<file path="config.mk">
export PLATFORM = sky130hd
export DESIGN_NAME = proximity_trigger_table_unit
export DESIGN_NICKNAME = d
export VERILOG_FILES = /design/src/rtl/core/ptt_pkg.sv /design/src/rtl/core/ptt_store.sv /design/src/rtl/core/ptt_dist.sv /design/src/rtl/core/ptt_out_queue.sv /design/src/rtl/core/proximity_trigger_table_unit.sv
export SDC_FILE = /design/constraint.sdc
export NUM_CORES = 2
export LEC_CHECK = 0
export BUFFER_PORTS_ARGS = -buffer_cell sky130_fd_sc_hd__buf_2
export CAP_MARGIN = 20
export CORE_MARGIN = 4
export CORE_UTILIZATION = 67
export CTS_CLUSTER_DIAMETER = 80
export DETAILED_ROUTE_END_ITERATION = 10
export GPL_TIMING_DRIVEN = 0
export PLACE_DENSITY = 0.84
export SETUP_SLACK_MARGIN = 0.05
export SLEW_MARGIN = 20
export SYNTH_ARGS = -nofsm -noshare
export SYNTH_HDL_FRONTEND = slang
export SYNTH_SLANG_ARGS = --single-unit
</file>
<file path="constraint.sdc">
create_clock -name aclk -period 8.05 [get_ports aclk]
set_clock_uncertainty 0.15 [all_clocks]
set_input_delay 0.805 -clock aclk [delete_from_list [all_inputs] [get_ports aclk]]
set_output_delay 0.805 -clock aclk [all_outputs]
set_load 0.05 [all_outputs]
</file>
<file path="src/rtl/core/ptt_pkg.sv">
// ----------------------------------------------------------------------------
// ptt_pkg
// Shared types and constants for the proximity trigger table.
// ----------------------------------------------------------------------------
package ptt_pkg;

    localparam int TABLE_DEPTH_DEF = 32;

    // Result queue depth; also the number of reads allowed in flight.
    localparam int OUT_DEPTH = 4;
    localparam int OUT_PTR_W = $clog2(OUT_DEPTH);
    localparam int OUT_CNT_W = $clog2(OUT_DEPTH + 1);

    localparam logic [15:0] DIST_CLEARED = 16'hffff;
    localparam logic [15:0] DIST_MAX     = 16'hfffe;

    typedef enum logic [1:0] {
        OP_ADD    = 2'd0,
        OP_UPDATE = 2'd1,
        OP_CLEAR  = 2'd2,
        OP_NONE   = 2'd3
    } op_t;

    typedef enum logic {
        ST_IDLE = 1'b0,
        ST_WALK = 1'b1
    } state_t;

    // One stored trigger, 64 bits.
    typedef struct packed {
        logic [7:0]  hid;
        logic [7:0]  tc;
        logic [7:0]  tb;
        logic [7:0]  ta;
        logic [15:0] py;
        logic [15:0] px;
    } trig_entry_t;

    // Per-read control that travels alongside the memory data.
    typedef struct packed {
        logic clear;
        logic last;
    } walk_meta_t;

    // One report.
    typedef struct packed {
        logic        last;
        logic [7:0]  hid;
        logic [7:0]  tc;
        logic [7:0]  tb;
        logic [7:0]  ta;
        logic [15:0] distance;
    } report_t;

endpackage

</file>
<file path="src/rtl/core/ptt_store.sv">
// ----------------------------------------------------------------------------
// ptt_store
// Trigger memory: one write port and one read port with registered data.
// ----------------------------------------------------------------------------
module ptt_store
    import ptt_pkg::*;
#(
    parameter int TABLE_DEPTH = TABLE_DEPTH_DEF,
    parameter int IDX_W       = (TABLE_DEPTH > 1) ? $clog2(TABLE_DEPTH) : 1
) (
    input  logic              aclk,
    input  logic              wr_en,
    input  logic [IDX_W-1:0]  wr_addr,
    input  trig_entry_t       wr_data,
    input  logic              rd_en,
    input  logic [IDX_W-1:0]  rd_addr,
    output trig_entry_t       rd_data
);

    trig_entry_t mem [0:TABLE_DEPTH-1];

    always_ff @(posedge aclk) begin
        if (wr_en) begin
            mem[wr_addr] <= wr_data;
        end
    end

    always_ff @(posedge aclk) begin
        if (rd_en) begin
            rd_data <= mem[rd_addr];
        end
    end

endmodule

</file>
<file path="src/rtl/core/ptt_dist.sv">
// ----------------------------------------------------------------------------
// ptt_dist
// Two-stage distance pipeline: absolute differences, then max plus half min
// with saturation. A clear request bypasses the arithmetic.
// ----------------------------------------------------------------------------
module ptt_dist
    import ptt_pkg::*;
(
    input  logic              aclk,
    input  logic              aresetn,
    input  logic              in_valid,
    input  walk_meta_t        in_meta,
    input  trig_entry_t       in_entry,
    input  logic [15:0]       query_x,
    input  logic [15:0]       query_y,
    output logic              out_valid,
    output report_t           out_report
);

    logic signed [16:0] diff_x;
    logic signed [16:0] diff_y;
    logic [15:0]        mag_x;
    logic [15:0]        mag_y;

    logic               s1_valid_reg;
    walk_meta_t         s1_meta_reg;
    trig_entry_t        s1_entry_reg;
    logic [15:0]        s1_mag_x_reg;
    logic [15:0]        s1_mag_y_reg;

    logic [15:0]        big;
    logic [15:0]        half_small;
    logic [16:0]        sum;
    logic [15:0]        dist_value;

    logic               s2_valid_reg;
    report_t            s2_report_reg;

    // Differences are exact in 17 bits, so magnitudes fit in 16.
    assign diff_x = $signed({query_x[15], query_x}) - $signed({in_entry.px[15], in_entry.px});
    assign diff_y = $signed({query_y[15], query_y}) - $signed({in_entry.py[15], in_entry.py});
    assign mag_x  = diff_x[16] ? 16'(-diff_x) : diff_x[15:0];
    assign mag_y  = diff_y[16] ? 16'(-diff_y) : diff_y[15:0];

    always_ff @(posedge aclk) begin
        if (!aresetn) begin
            s1_valid_reg <= 1'b0;
        end else begin
            s1_valid_reg <= in_valid;
        end
    end

    always_ff @(posedge aclk) begin
        s1_meta_reg  <= in_meta;
        s1_entry_reg <= in_entry;
        s1_mag_x_reg <= mag_x;
        s1_mag_y_reg <= mag_y;
    end

    assign big        = (s1_mag_x_reg > s1_mag_y_reg) ? s1_mag_x_reg : s1_mag_y_reg;
    assign half_small = ((s1_mag_x_reg > s1_mag_y_reg) ? s1_mag_y_reg : s1_mag_x_reg) >> 1;
    assign sum        = {1'b0, big} + {1'b0, half_small};

    always_comb begin
        if (s1_meta_reg.clear) begin
            dist_value = DIST_CLEARED;
        end else if (sum > {1'b0, DIST_MAX}) begin
            dist_value = DIST_MAX;
        end else begin
            dist_value = sum[15:0];
        end
    end

    always_ff @(posedge aclk) begin
        if (!aresetn) begin
            s2_valid_reg <= 1'b0;
        end else begin
            s2_valid_reg <= s1_valid_reg;
        end
    end

    always_ff @(posedge aclk) begin
        s2_report_reg.distance <= dist_value;
        s2_report_reg.ta       <= s1_entry_reg.ta;
        s2_report_reg.tb       <= s1_entry_reg.tb;
        s2_report_reg.tc       <= s1_entry_reg.tc;
        s2_report_reg.hid      <= s1_entry_reg.hid;
        s2_report_reg.last     <= s1_meta_reg.last;
    end

    assign out_valid  = s2_valid_reg;
    assign out_report = s2_report_reg;

endmodule

</file>
<file path="src/rtl/core/ptt_out_queue.sv">
// ----------------------------------------------------------------------------
// ptt_out_queue
// Small report queue in front of the result channel. The controller never
// has more reads in flight than there are free slots, so a push is never
// refused.
// ----------------------------------------------------------------------------
module ptt_out_queue
    import ptt_pkg::*;
(
    input  logic              aclk,
    input  logic              aresetn,
    input  logic              push,
    input  report_t           push_data,
    output logic              pop_valid,
    input  logic              pop_ready,
    output report_t           pop_data
);

    report_t               slot [0:OUT_DEPTH-1];
    logic [OUT_PTR_W-1:0]  wr_ptr_reg;
    logic [OUT_PTR_W-1:0]  wr_ptr_next;
    logic [OUT_PTR_W-1:0]  rd_ptr_reg;
    logic [OUT_PTR_W-1:0]  rd_ptr_next;
    logic [OUT_CNT_W-1:0]  fill_reg;
    logic [OUT_CNT_W-1:0]  fill_next;
    logic                  pop;

    assign pop       = pop_valid && pop_ready;
    assign pop_valid = (fill_reg != '0);
    assign pop_data  = slot[rd_ptr_reg];

    always_comb begin
        wr_ptr_next = push ? wr_ptr_reg + 1'b1 : wr_ptr_reg;
        rd_ptr_next = pop  ? rd_ptr_reg + 1'b1 : rd_ptr_reg;
        fill_next   = fill_reg + OUT_CNT_W'(push) - OUT_CNT_W'(pop);
    end

    always_ff @(posedge aclk) begin
        if (!aresetn) begin
            wr_ptr_reg <= '0;
            rd_ptr_reg <= '0;
            fill_reg   <= '0;
        end else begin
            wr_ptr_reg <= wr_ptr_next;
            rd_ptr_reg <= rd_ptr_next;
            fill_reg   <= fill_next;
        end
    end

    always_ff @(posedge aclk) begin
        if (push) begin
            slot[wr_ptr_reg] <= push_data;
        end
    end

endmodule

</file>
<file path="src/rtl/core/proximity_trigger_table_unit.sv">
// ----------------------------------------------------------------------------
// proximity_trigger_table_unit
// Trigger table with add, distance report and clear requests.
// ----------------------------------------------------------------------------
// An add gives no report. An update or clear over n entries reads one entry a cycle
// while the four-slot report queue has room; a slot frees when its report is taken,
// and the next request is taken once the walk has issued its last read. The first
// report passes the read, two distance stages and the queue; a stalled result
// channel holds the walk. Reset empties the table at once.
// ----------------------------------------------------------------------------
module proximity_trigger_table_unit
    import ptt_pkg::*;
#(
    parameter int TABLE_DEPTH = TABLE_DEPTH_DEF
) (
    input  logic        aclk,
    input  logic        aresetn,
    input  logic        s_axis_tvalid,
    output logic        s_axis_tready,
    // pos_x[15:0], pos_y[31:16], tag_a[39:32], tag_b[47:40], tag_c[55:48],
    // handler_id[63:56]
    input  logic [63:0] s_axis_tdata,
    // op[1:0]
    input  logic [1:0]  s_axis_tuser,
    output logic        m_axis_tvalid,
    input  logic        m_axis_tready,
    // distance[15:0], out_tag_a[23:16], out_tag_b[31:24], out_tag_c[39:32],
    // out_handler[47:40]
    output logic [47:0] m_axis_tdata,
    output logic        m_axis_tlast
);

    localparam int IDX_W = (TABLE_DEPTH > 1) ? $clog2(TABLE_DEPTH) : 1;
    localparam int CNT_W = $clog2(TABLE_DEPTH + 1);

    state_t              state_reg;
    state_t              state_next;
    logic [CNT_W-1:0]    count_reg;
    logic [CNT_W-1:0]    count_next;
    logic [CNT_W-1:0]    walk_idx_reg;
    logic [CNT_W-1:0]    walk_idx_next;
    logic [CNT_W-1:0]    walk_n_reg;
    logic [CNT_W-1:0]    walk_n_next;
    logic                walk_clear_reg;
    logic                walk_clear_next;
    logic [15:0]         query_x_reg;
    logic [15:0]         query_x_next;
    logic [15:0]         query_y_reg;
    logic [15:0]         query_y_next;
    logic [OUT_CNT_W-1:0] inflight_reg;
    logic [OUT_CNT_W-1:0] inflight_next;
    logic                meta_valid_reg;
    walk_meta_t          meta_reg;

    op_t                 op;
    logic                accept;
    logic                do_add;
    logic                start_walk;
    logic                walk_last;
    logic                rd_issue;
    logic                pop;
    trig_entry_t         new_entry;
    trig_entry_t         rd_entry;
    logic                rep_valid;
    report_t             rep;
    report_t             out_rep;

    assign op         = op_t'(s_axis_tuser);
    assign accept     = s_axis_tvalid && s_axis_tready;
    assign do_add     = accept && (op == OP_ADD) && (s_axis_tdata[63:56] != 8'd0)
                        && (count_reg < CNT_W'(TABLE_DEPTH));
    assign start_walk = accept && ((op == OP_UPDATE) || (op == OP_CLEAR))
                        && (count_reg != '0);
    assign walk_last  = ((walk_idx_reg + 1'b1) == walk_n_reg);
    assign pop        = m_axis_tvalid && m_axis_tready;

    assign new_entry.px  = s_axis_tdata[15:0];
    assign new_entry.py  = s_axis_tdata[31:16];
    assign new_entry.ta  = s_axis_tdata[39:32];
    assign new_entry.tb  = s_axis_tdata[47:40];
    assign new_entry.tc  = s_axis_tdata[55:48];
    assign new_entry.hid = s_axis_tdata[63:56];

    // Next state.
    always_comb begin
        state_next = state_reg;
        case (state_reg)
            ST_IDLE: begin
                if (start_walk) begin
                    state_next = ST_WALK;
                end
            end
            ST_WALK: begin
                if (rd_issue && walk_last) begin
                    state_next = ST_IDLE;
                end
            end
            default: state_next = ST_IDLE;
        endcase
    end

    // State outputs.
    always_comb begin
        s_axis_tready = 1'b0;
        rd_issue      = 1'b0;
        case (state_reg)
            ST_IDLE: s_axis_tready = 1'b1;
            ST_WALK: rd_issue = (inflight_reg < OUT_CNT_W'(OUT_DEPTH));
            default: begin
                s_axis_tready = 1'b0;
                rd_issue      = 1'b0;
            end
        endcase
    end

    always_comb begin
        count_next      = count_reg;
        walk_idx_next   = walk_idx_reg;
        walk_n_next     = walk_n_reg;
        walk_clear_next = walk_clear_reg;
        query_x_next    = query_x_reg;
        query_y_next    = query_y_reg;
        if (do_add) begin
            count_next = count_reg + 1'b1;
        end
        if (start_walk) begin
            walk_idx_next   = '0;
            walk_n_next     = count_reg;
            walk_clear_next = (op == OP_CLEAR);
            query_x_next    = s_axis_tdata[15:0];
            query_y_next    = s_axis_tdata[31:16];
            // The memory keeps its contents, so the walk still reads them.
            if (op == OP_CLEAR) begin
                count_next = '0;
            end
        end else if (rd_issue) begin
            walk_idx_next = walk_idx_reg + 1'b1;
        end
        inflight_next = inflight_reg + OUT_CNT_W'(rd_issue) - OUT_CNT_W'(pop);
    end

    always_ff @(posedge aclk) begin
        if (!aresetn) begin
            state_reg      <= ST_IDLE;
            count_reg      <= '0;
            inflight_reg   <= '0;
            meta_valid_reg <= 1'b0;
        end else begin
            state_reg      <= state_next;
            count_reg      <= count_next;
            inflight_reg   <= inflight_next;
            meta_valid_reg <= rd_issue;
        end
    end

    always_ff @(posedge aclk) begin
        walk_idx_reg   <= walk_idx_next;
        walk_n_reg     <= walk_n_next;
        walk_clear_reg <= walk_clear_next;
        query_x_reg    <= query_x_next;
        query_y_reg    <= query_y_next;
        meta_reg.clear <= walk_clear_reg;
        meta_reg.last  <= walk_last;
    end

    ptt_store #(
        .TABLE_DEPTH (TABLE_DEPTH),
        .IDX_W       (IDX_W)
    ) u_store (
        .aclk    (aclk),
        .wr_en   (do_add),
        .wr_addr (count_reg[IDX_W-1:0]),
        .wr_data (new_entry),
        .rd_en   (rd_issue),
        .rd_addr (walk_idx_reg[IDX_W-1:0]),
        .rd_data (rd_entry)
    );

    ptt_dist u_dist (
        .aclk       (aclk),
        .aresetn    (aresetn),
        .in_valid   (meta_valid_reg),
        .in_meta    (meta_reg),
        .in_entry   (rd_entry),
        .query_x    (query_x_reg),
        .query_y    (query_y_reg),
        .out_valid  (rep_valid),
        .out_report (rep)
    );

    ptt_out_queue u_out_queue (
        .aclk      (aclk),
        .aresetn   (aresetn),
        .push      (rep_valid),
        .push_data (rep),
        .pop_valid (m_axis_tvalid),
        .pop_ready (m_axis_tready),
        .pop_data  (out_rep)
    );

    assign m_axis_tdata = {out_rep.hid, out_rep.tc, out_rep.tb, out_rep.ta, out_rep.distance};
    assign m_axis_tlast = out_rep.last;

    // Reads in flight never exceed the report queue's depth.
    a_inflight_bound: assert property (@(posedge aclk) disable iff (!aresetn)
        inflight_reg <= OUT_CNT_W'(OUT_DEPTH))
        else $error("more reads in flight than queue slots");

    // A report can only be offered while its read is still counted.
    a_report_counted: assert property (@(posedge aclk) disable iff (!aresetn)
        m_axis_tvalid |-> (inflight_reg != '0))
        else $error("report offered without a read in flight");

    // A clear request empties the table for the following request.
    a_clear_empties: assert property (@(posedge aclk) disable iff (!aresetn)
        (accept && (op == OP_CLEAR)) |=> (count_reg == '0))
        else $error("table not empty after clear");

    // The walk never reads past the entries that were filled.
    a_walk_in_range: assert property (@(posedge aclk) disable iff (!aresetn)
        rd_issue |-> (walk_idx_reg < walk_n_reg))
        else $error("walk read beyond filled entries");

endmodule
</file>
=== Word level (Yosys, flattened, before mapping) ===
Memories as Yosys holds them, arrays and structs flattened. A register that Yosys moved wholly into a read port is not among the register bits.
Index checks and enable logic that the tools add are counted.

* Input bits: 70
* Flip-flop bits (word level): 182
* RAM bits: 2244
* Memories kept: 2
* Word-level logic and storage cells: 87
* Output and inout bits: 51

{| class="wikitable"
|+ Memories
! memory !! depth !! width !! read ports !! clocked after Yosys merged registers in !! write ports !! RTL line !! text
|-
| u_store.mem || 32 || 64 || 1 || 1 || 1 || ptt_store.sv:20 || <nowiki>trig_entry_t mem [0:TABLE_DEPTH-1];</nowiki>
|-
| u_out_queue.slot || 4 || 49 || 1 || 1 || 1 || ptt_out_queue.sv:19 || <nowiki>report_t slot [0:OUT_DEPTH-1];</nowiki>
|}

* Equality and inequality tests: 3
* Reduce and logical (&&, ||, !) cells: 14
* Bitwise logic cells: 1
* Order comparisons: 4
* $add $sub $neg: 13
* Multiplexer cells: 19

{| class="wikitable"
|+ Operator list
! cell !! count
|-
| 16-bit 2-to-1 mux || 4
|-
| 16-bit by 16-bit subtractor with 17-bit output || 2
|-
| 16-bit negator || 2
|-
| 6-bit 2-to-1 mux || 3
|-
| 16-bit by 15-bit adder with 17-bit output || 1
|-
| 17-bit by 16-bit > comparator with 1-bit output, second input constant || 1
|-
| 16-bit > comparator || 1
|-
| 6-bit by 1-bit adder with 6-bit output, second input constant || 2
|-
| 1-bit 2-to-1 mux || 9
|-
| 1-bit logical AND || 8
|-
| 8-bit nonzero test || 1
|-
| 3-bit by 1-bit adder with 3-bit output || 2
|-
| 6-bit == test || 1
|-
| 6-bit less-than comparator, second input constant || 1
|-
| 6-bit nonzero test || 1
|-
| 3-bit by 1-bit subtractor with 3-bit output || 2
|-
| 2-bit by 1-bit adder with 2-bit output, second input constant || 2
|-
| 2-bit 2-to-1 mux || 2
|-
| 3-bit less-than comparator, second input constant || 1
|-
| 3-bit nonzero test || 1
|-
| 2-bit by 1-bit == test with 1-bit output, second input constant || 1
|-
| 2-bit == test, second input constant || 1
|-
| 2-bit logical NOT || 1
|-
| 1-bit case mux with 2 select lines || 1
|-
| other kinds (3) || 3
|}

=== Depth between registers and ports, before layout ===
* Depth in word-level cells: 8
* Depth in mapped cells: 23
* Gate-level depth less buffers: 20

=== By module ===
A second synthesis with hierarchy kept.

* Cells, all modules: 4224
* Area total of the unflattened synthesis: 95666.8 um2

{| class="wikitable"
|+ Modules (own cells, without submodules)
! module !! instances !! area an instance (um2) !! cells an instance !! seq. area each (um2)
|-
| ptt_store || 1 || 79605.1 || 3097 || 63420.8
|-
| ptt_out_queue || 1 || 7561.0 || 300 || 6065.8
|-
| ptt_dist || 1 || 6297.3 || 677 || 2342.2
|-
| proximity_trigger_table_unit || 1 || 2203.4 || 150 || 1551.5
|}

=== Least setup slack after synthesis ===
OpenSTA, ideal clock, no wires.

* Path type: input port to flip-flop
* Start point: input s_axis_tuser[0]
* End point: memory u_store.mem[31][0] (netlist name), enable pin
* Stages: 6
* Setup slack: 2993 ps
* Required time: 7413 ps
* Arrival time: 4421 ps
* Buffers on the path: 0
* Library setup time: 487 ps
* Cell sequence: inv_1 > ha_1 > nand3_1 > nor2_1 > nand2_1 > nor2_1

* Longest elaborated chain between the ends: 6

{| class="wikitable"
|+ RTL lines
! what !! RTL line !! text
|-
| start, declared || proximity_trigger_table_unit.sv:24 || <nowiki>input logic [1:0] s_axis_tuser,</nowiki>
|-
| 2-bit logical NOT || proximity_trigger_table_unit.sv:70 || <nowiki>assign do_add = accept && (op == OP_ADD) && (s_axis_tdata[63:56] != 8'd0)</nowiki>
|-
| 1-bit logical AND (2 in a row) || proximity_trigger_table_unit.sv:70 ||
|-
| 1-bit logical AND || proximity_trigger_table_unit.sv:71 || <nowiki>&& (count_reg < CNT_W'(TABLE_DEPTH));</nowiki>
|-
| 1-bit 2-to-1 mux || ptt_store.sv:23 || <nowiki>if (wr_en) begin</nowiki>
|-
| 1-bit 2-to-1 mux (implied by the code) || ptt_store.sv:24 || <nowiki>mem[wr_addr] <= wr_data;</nowiki>
|-
| end, declared || ptt_store.sv:20 ||
|}

No other way between the ends.

=== Final worst setup path ===
* Start point: register u_dist.s1_mag_x_reg[7]
* End point: register u_dist.s2_report_reg, in the netlist u_dist.out_report[3]

* Longest elaborated chain between the ends: 5
* Elaborated cells between the ends (all ways): 6
* Those cells by class: add/sub: 1; order compare: 2; mux: 2; reduce/logical: 1

{| class="wikitable"
|+ RTL lines
! what !! RTL line !! text
|-
| start, declared || ptt_dist.sv:28 || <nowiki>logic [15:0] s1_mag_x_reg;</nowiki>
|-
| start signal, assigned || ptt_dist.sv:56 || <nowiki>s1_mag_x_reg <= mag_x;</nowiki>
|-
| 16-bit > comparator || ptt_dist.sv:60, ptt_dist.sv:61 ||
|-
| 16-bit 2-to-1 mux (on tied branches) || ptt_dist.sv:60, ptt_dist.sv:61 ||
|-
| 16-bit by 15-bit adder with 17-bit output (*) || ptt_dist.sv:62 || <nowiki>assign sum = {1'b0, big} + {1'b0, half_small};</nowiki>
|-
| 17-bit by 16-bit > comparator with 1-bit output || ptt_dist.sv:67 || <nowiki>end else if (sum > {1'b0, DIST_MAX}) begin</nowiki>
|-
| 2-bit OR reduction (no source line) || n/a ||
|-
| end, declared || ptt_dist.sv:37 || <nowiki>report_t s2_report_reg;</nowiki>
|}

Mark *: on every way between the ends. The rest lies on a longest branch, timed or not.
A chain may end at the register's enable or synchronous reset.

==> impl_metrics.ini <==
[status]
status = completed

[synth]
synth_area_leaders = edfxtp_1 (74%), mux4_2 (16%), dfxtp_1 (3.0%), ha_1 (1.0%), mux2_2 (0.93%)
syn-num-nets = 4344
synthSimpleGateAreaFrac_pct = 1.54
ys_ff_latch = 2492
synthXorXnorAreaFrac_pct = 0.752
yosysSeqAreaShare_pct = 76.8
synth_top_family_by_area = multiplexers
avgSynthCellArea_um2 = 22.8
synthAdderAreaFrac_pct = 1.15
ys_types = 79
syn-cell-area_mm2 = 0.0955
muxShareOfSynthArea_pct = 17.2
synth_edf_count = 2347
synth_compound_area_share_pct = 1.38
ys.flop_type = edfxtp_1
synthArstFlopShare_pct = 0
synth_top_area_share_pct = 73.8
syn_inst = 4189
yosys.area.top_type = edfxtp_1
yosysWarnings = 0

[timing]
finalHoldViolCount = 0
rsz0062_at_grt = no
setup_viol = 0
worst_slack_ns = 1.72
fmax_mhz = 158
maxSlewHeadroom_pct = 16.7
period_minus_slack_ns = 6.33
period_share_pct = 78.6
worst_slew_pin_slew_ns = 1.25
drv_slew = 0
whs_ns = 0.124

[clock_tree]
clk_latency_ns = 0.87
clkTransAtPathRegs_ns = 0.07
clk_path_buf_depth = 3
cts_root_buf = clkbuf_16
cts_tree = built
htreeDepth = 4
cts_made_buffers = 225
ctsResizeCount = 0
ctsHoldBuffers = 0
cts_setup_buffers = 0
numClockSinks = 2492

[setup_path]
path_cells = ha_1 -> or4_1 -> a21oi_1 -> a31oi_1 -> o311ai_1 -> buf_2 -> clkbuf_1 -> o21ai_0 -> ha_1 -> fa_1 -> a211o_1 -> a21oi_1 -> nor4bb_1 -> a211oi_1 -> o21ai_0 -> a21oi_1 -> o21bai_1 -> a21oi_1 -> buf_2 -> nand2_1
timing.rr.end = u_dist.out_report[3]
cp_data_arrival_time_ns = 6.90
setup.worst_path.class = reg -> reg
reg2reg_slack_ns = 1.72
critPathLaunch = u_dist.s1_mag_x_reg[7]
worst_path_max_delay_cell = fa_1
timing.rr.start = u_dist.s1_mag_x_reg[7]
critPathCapture = u_dist.out_report[3]
reg2regPathDepth = 20
cpMostUsedCell = a21oi_1
crit_fanout = 10
cp_data_required_time_ns = 8.62
cp-end-kind = flop
slowest_delay_ns = 0.53
cp-start-kind = flop

[cells_and_area]
top_register = u_store.mem
final_cells = 6770
regArea_mm2 = 0.0734
fill_cells = 6180
drive_above_1_share_pct = 30.6
biggestRegsByFlops = u_store.mem: 2048 flops, u_out_queue.slot: 196 flops, u_store.rd_data: 64 flops
largest_reg_flops = 2048
nets = 4823
multiInputGateArea_mm2 = 0.0213
area_growth_pct = 14.8

[placement]
gp_congestion = 0.870
place_inst = 6331
preCtsSetupSlack_ns = 2.08
hpwl_um = 172000
port_buffers = 120

[power_and_ir_drop]
p_leak_uw = 0.0349
p_per_area_mw_per_mm2 = 330
power_uw = 36100
peakVddDrop_v = 0.000255

[global_route]
grt_pass1_vias = 53385
gr-total-overflow = 0
grt_use_total_pct = 42.1
grt_max_degree = 51
antenna_found_initial = 31
grt_pass1_wl_um = 426000

[drt]
drtPass1Iterations = 9
totalWireLength_um = 306000
vias = 53619
wire_per_inst_um = 45.2
viasPerCell = 7.92
drtAntennaViolNets = 0
drc = 0
drt_iter0_markers = 10839

[die]
start_util_pct = 67.4
die_h_um = 386
dieWidth_um = 386
die_area_mm2 = 0.149
ios = 121
row_count = 138
core-area_mm2 = 0.142

[hold_path]
hold_class = in -> reg

[job]
drv_cap = 0
==> critical path, delay by kind of cell, from the launching register on <==
family	cells	cell delay [ns]
AOI/OAI and AO/OA	11	2.69
adders and majority gates	3	1.09
buffers and inverters	3	1.03
DFF	1	0.40
and+or+nand+nor	3	0.81
==> report_power, final <==
group	total, uW	internal, uW	switching (uW)
clock	11500	6460	5030
combinational	10000	4220	5820
sequential	14600	14400	146
==> per-layer routing <==
metal | wire (um) | part of all wire (%) | global-route usage [%] | vias to the layer above
met5 | 154 | 0.050 | 0.165 | -
met4 | 25200 | 8.2 | 26.1 | 22
met3 | 48700 | 16 | 16.0 | 1672
met2 | 141000 | 46 | 63.3 | 6685
met1 | 90800 | 30 | 52.7 | 26653
li1 | - | - | - | 18587
==> layout make-up <==
class                      instances  share of cell area (%)
timing repair buffer             252                    3.44
inverter                          87                   0.307
buffer                           181                   0.722
clock inverter                   135                    1.45
clock buffer                     283                    5.49
sequential                      2492                    67.0
tap                             1890                    2.16
antenna                           21                  0.0479
multi-input combinational       1429                    19.4
==> synth_stat cells (10+ instances only) <==
| library cell | n |
|---|---|
| xor2_1 | 29 |
| nand3_1 | 12 |
| o21ai_0 | 53 |
| buf_1 | 25 |
| nor2_1 | 96 |
| inv_1 | 87 |
| xnor2_1 | 53 |
| clkbuf_1 | 124 |
| buf_2 | 32 |
| and3_1 | 10 |
| mux4_2 | 689 |
| mux2_2 | 79 |
| edfxtp_1 | 2347 |
| and2_1 | 20 |
| ha_1 | 80 |
| dfxtp_1 | 145 |
| nand2b_1 | 12 |
| o21a_1 | 14 |
| nor3_1 | 15 |
| a21oi_1 | 48 |
| nand2_1 | 66 |
| a31oi_1 | 12 |
==> how the worst min path moves through the flow <==
stage,start,end,slack (ns),cells past startpoint
global placement,u_dist.s1_entry_reg[55],u_dist.out_report[39],0.16,0
detailed placement,u_dist.s1_meta_reg[0],u_dist.out_report[48],0.16,0
finish,aresetn,inflight_reg[1],0.12,2
global route,aresetn,inflight_reg[1],0.12,2
floorplan,u_dist.s1_entry_reg[32],u_dist.out_report[16],0.16,0
CTS,aresetn,inflight_reg[1],0.09,2
==> cell families after synthesis <==
| logic type | count (synthesis) |
|---|---|
| buf+inv | 268 |
| fa+ha+maj | 85 |
| xor+xnor | 82 |
| compound gates | 197 |
| flops | 2492 |
| mux | 772 |
| simple gates | 293 |
==> stage by stage <==
stage / instance area, um2 / setup TNS [ns] / utilization, %
2_1_floorplan: 95500 / 0 / -
6_report: 110000 / 0 / 77.4
3_3_place_gp: 98500 / -3854.07 / 69.5
5_1_grt: 110000 / 0 / 77.4
4_1_cts: 110000 / 0 / 77.3
3_5_place_dp: 102000 / 0 / 72.0
==> layout by cell type (no fill, tap or decap), types with 54 or more instances in the layout <==
cell,n
edfxtp_1,2347
mux4_2,689
clkbuf_16,231
buf_2,155
dfxtp_1,145
clkbuf_1,128
inv_1,85
ha_1,80
mux2_2,79
buf_16,73
nand2_1,66
nor2_1,65
buf_12,54
No activity file was read; power rests on OpenSTA's default activity.
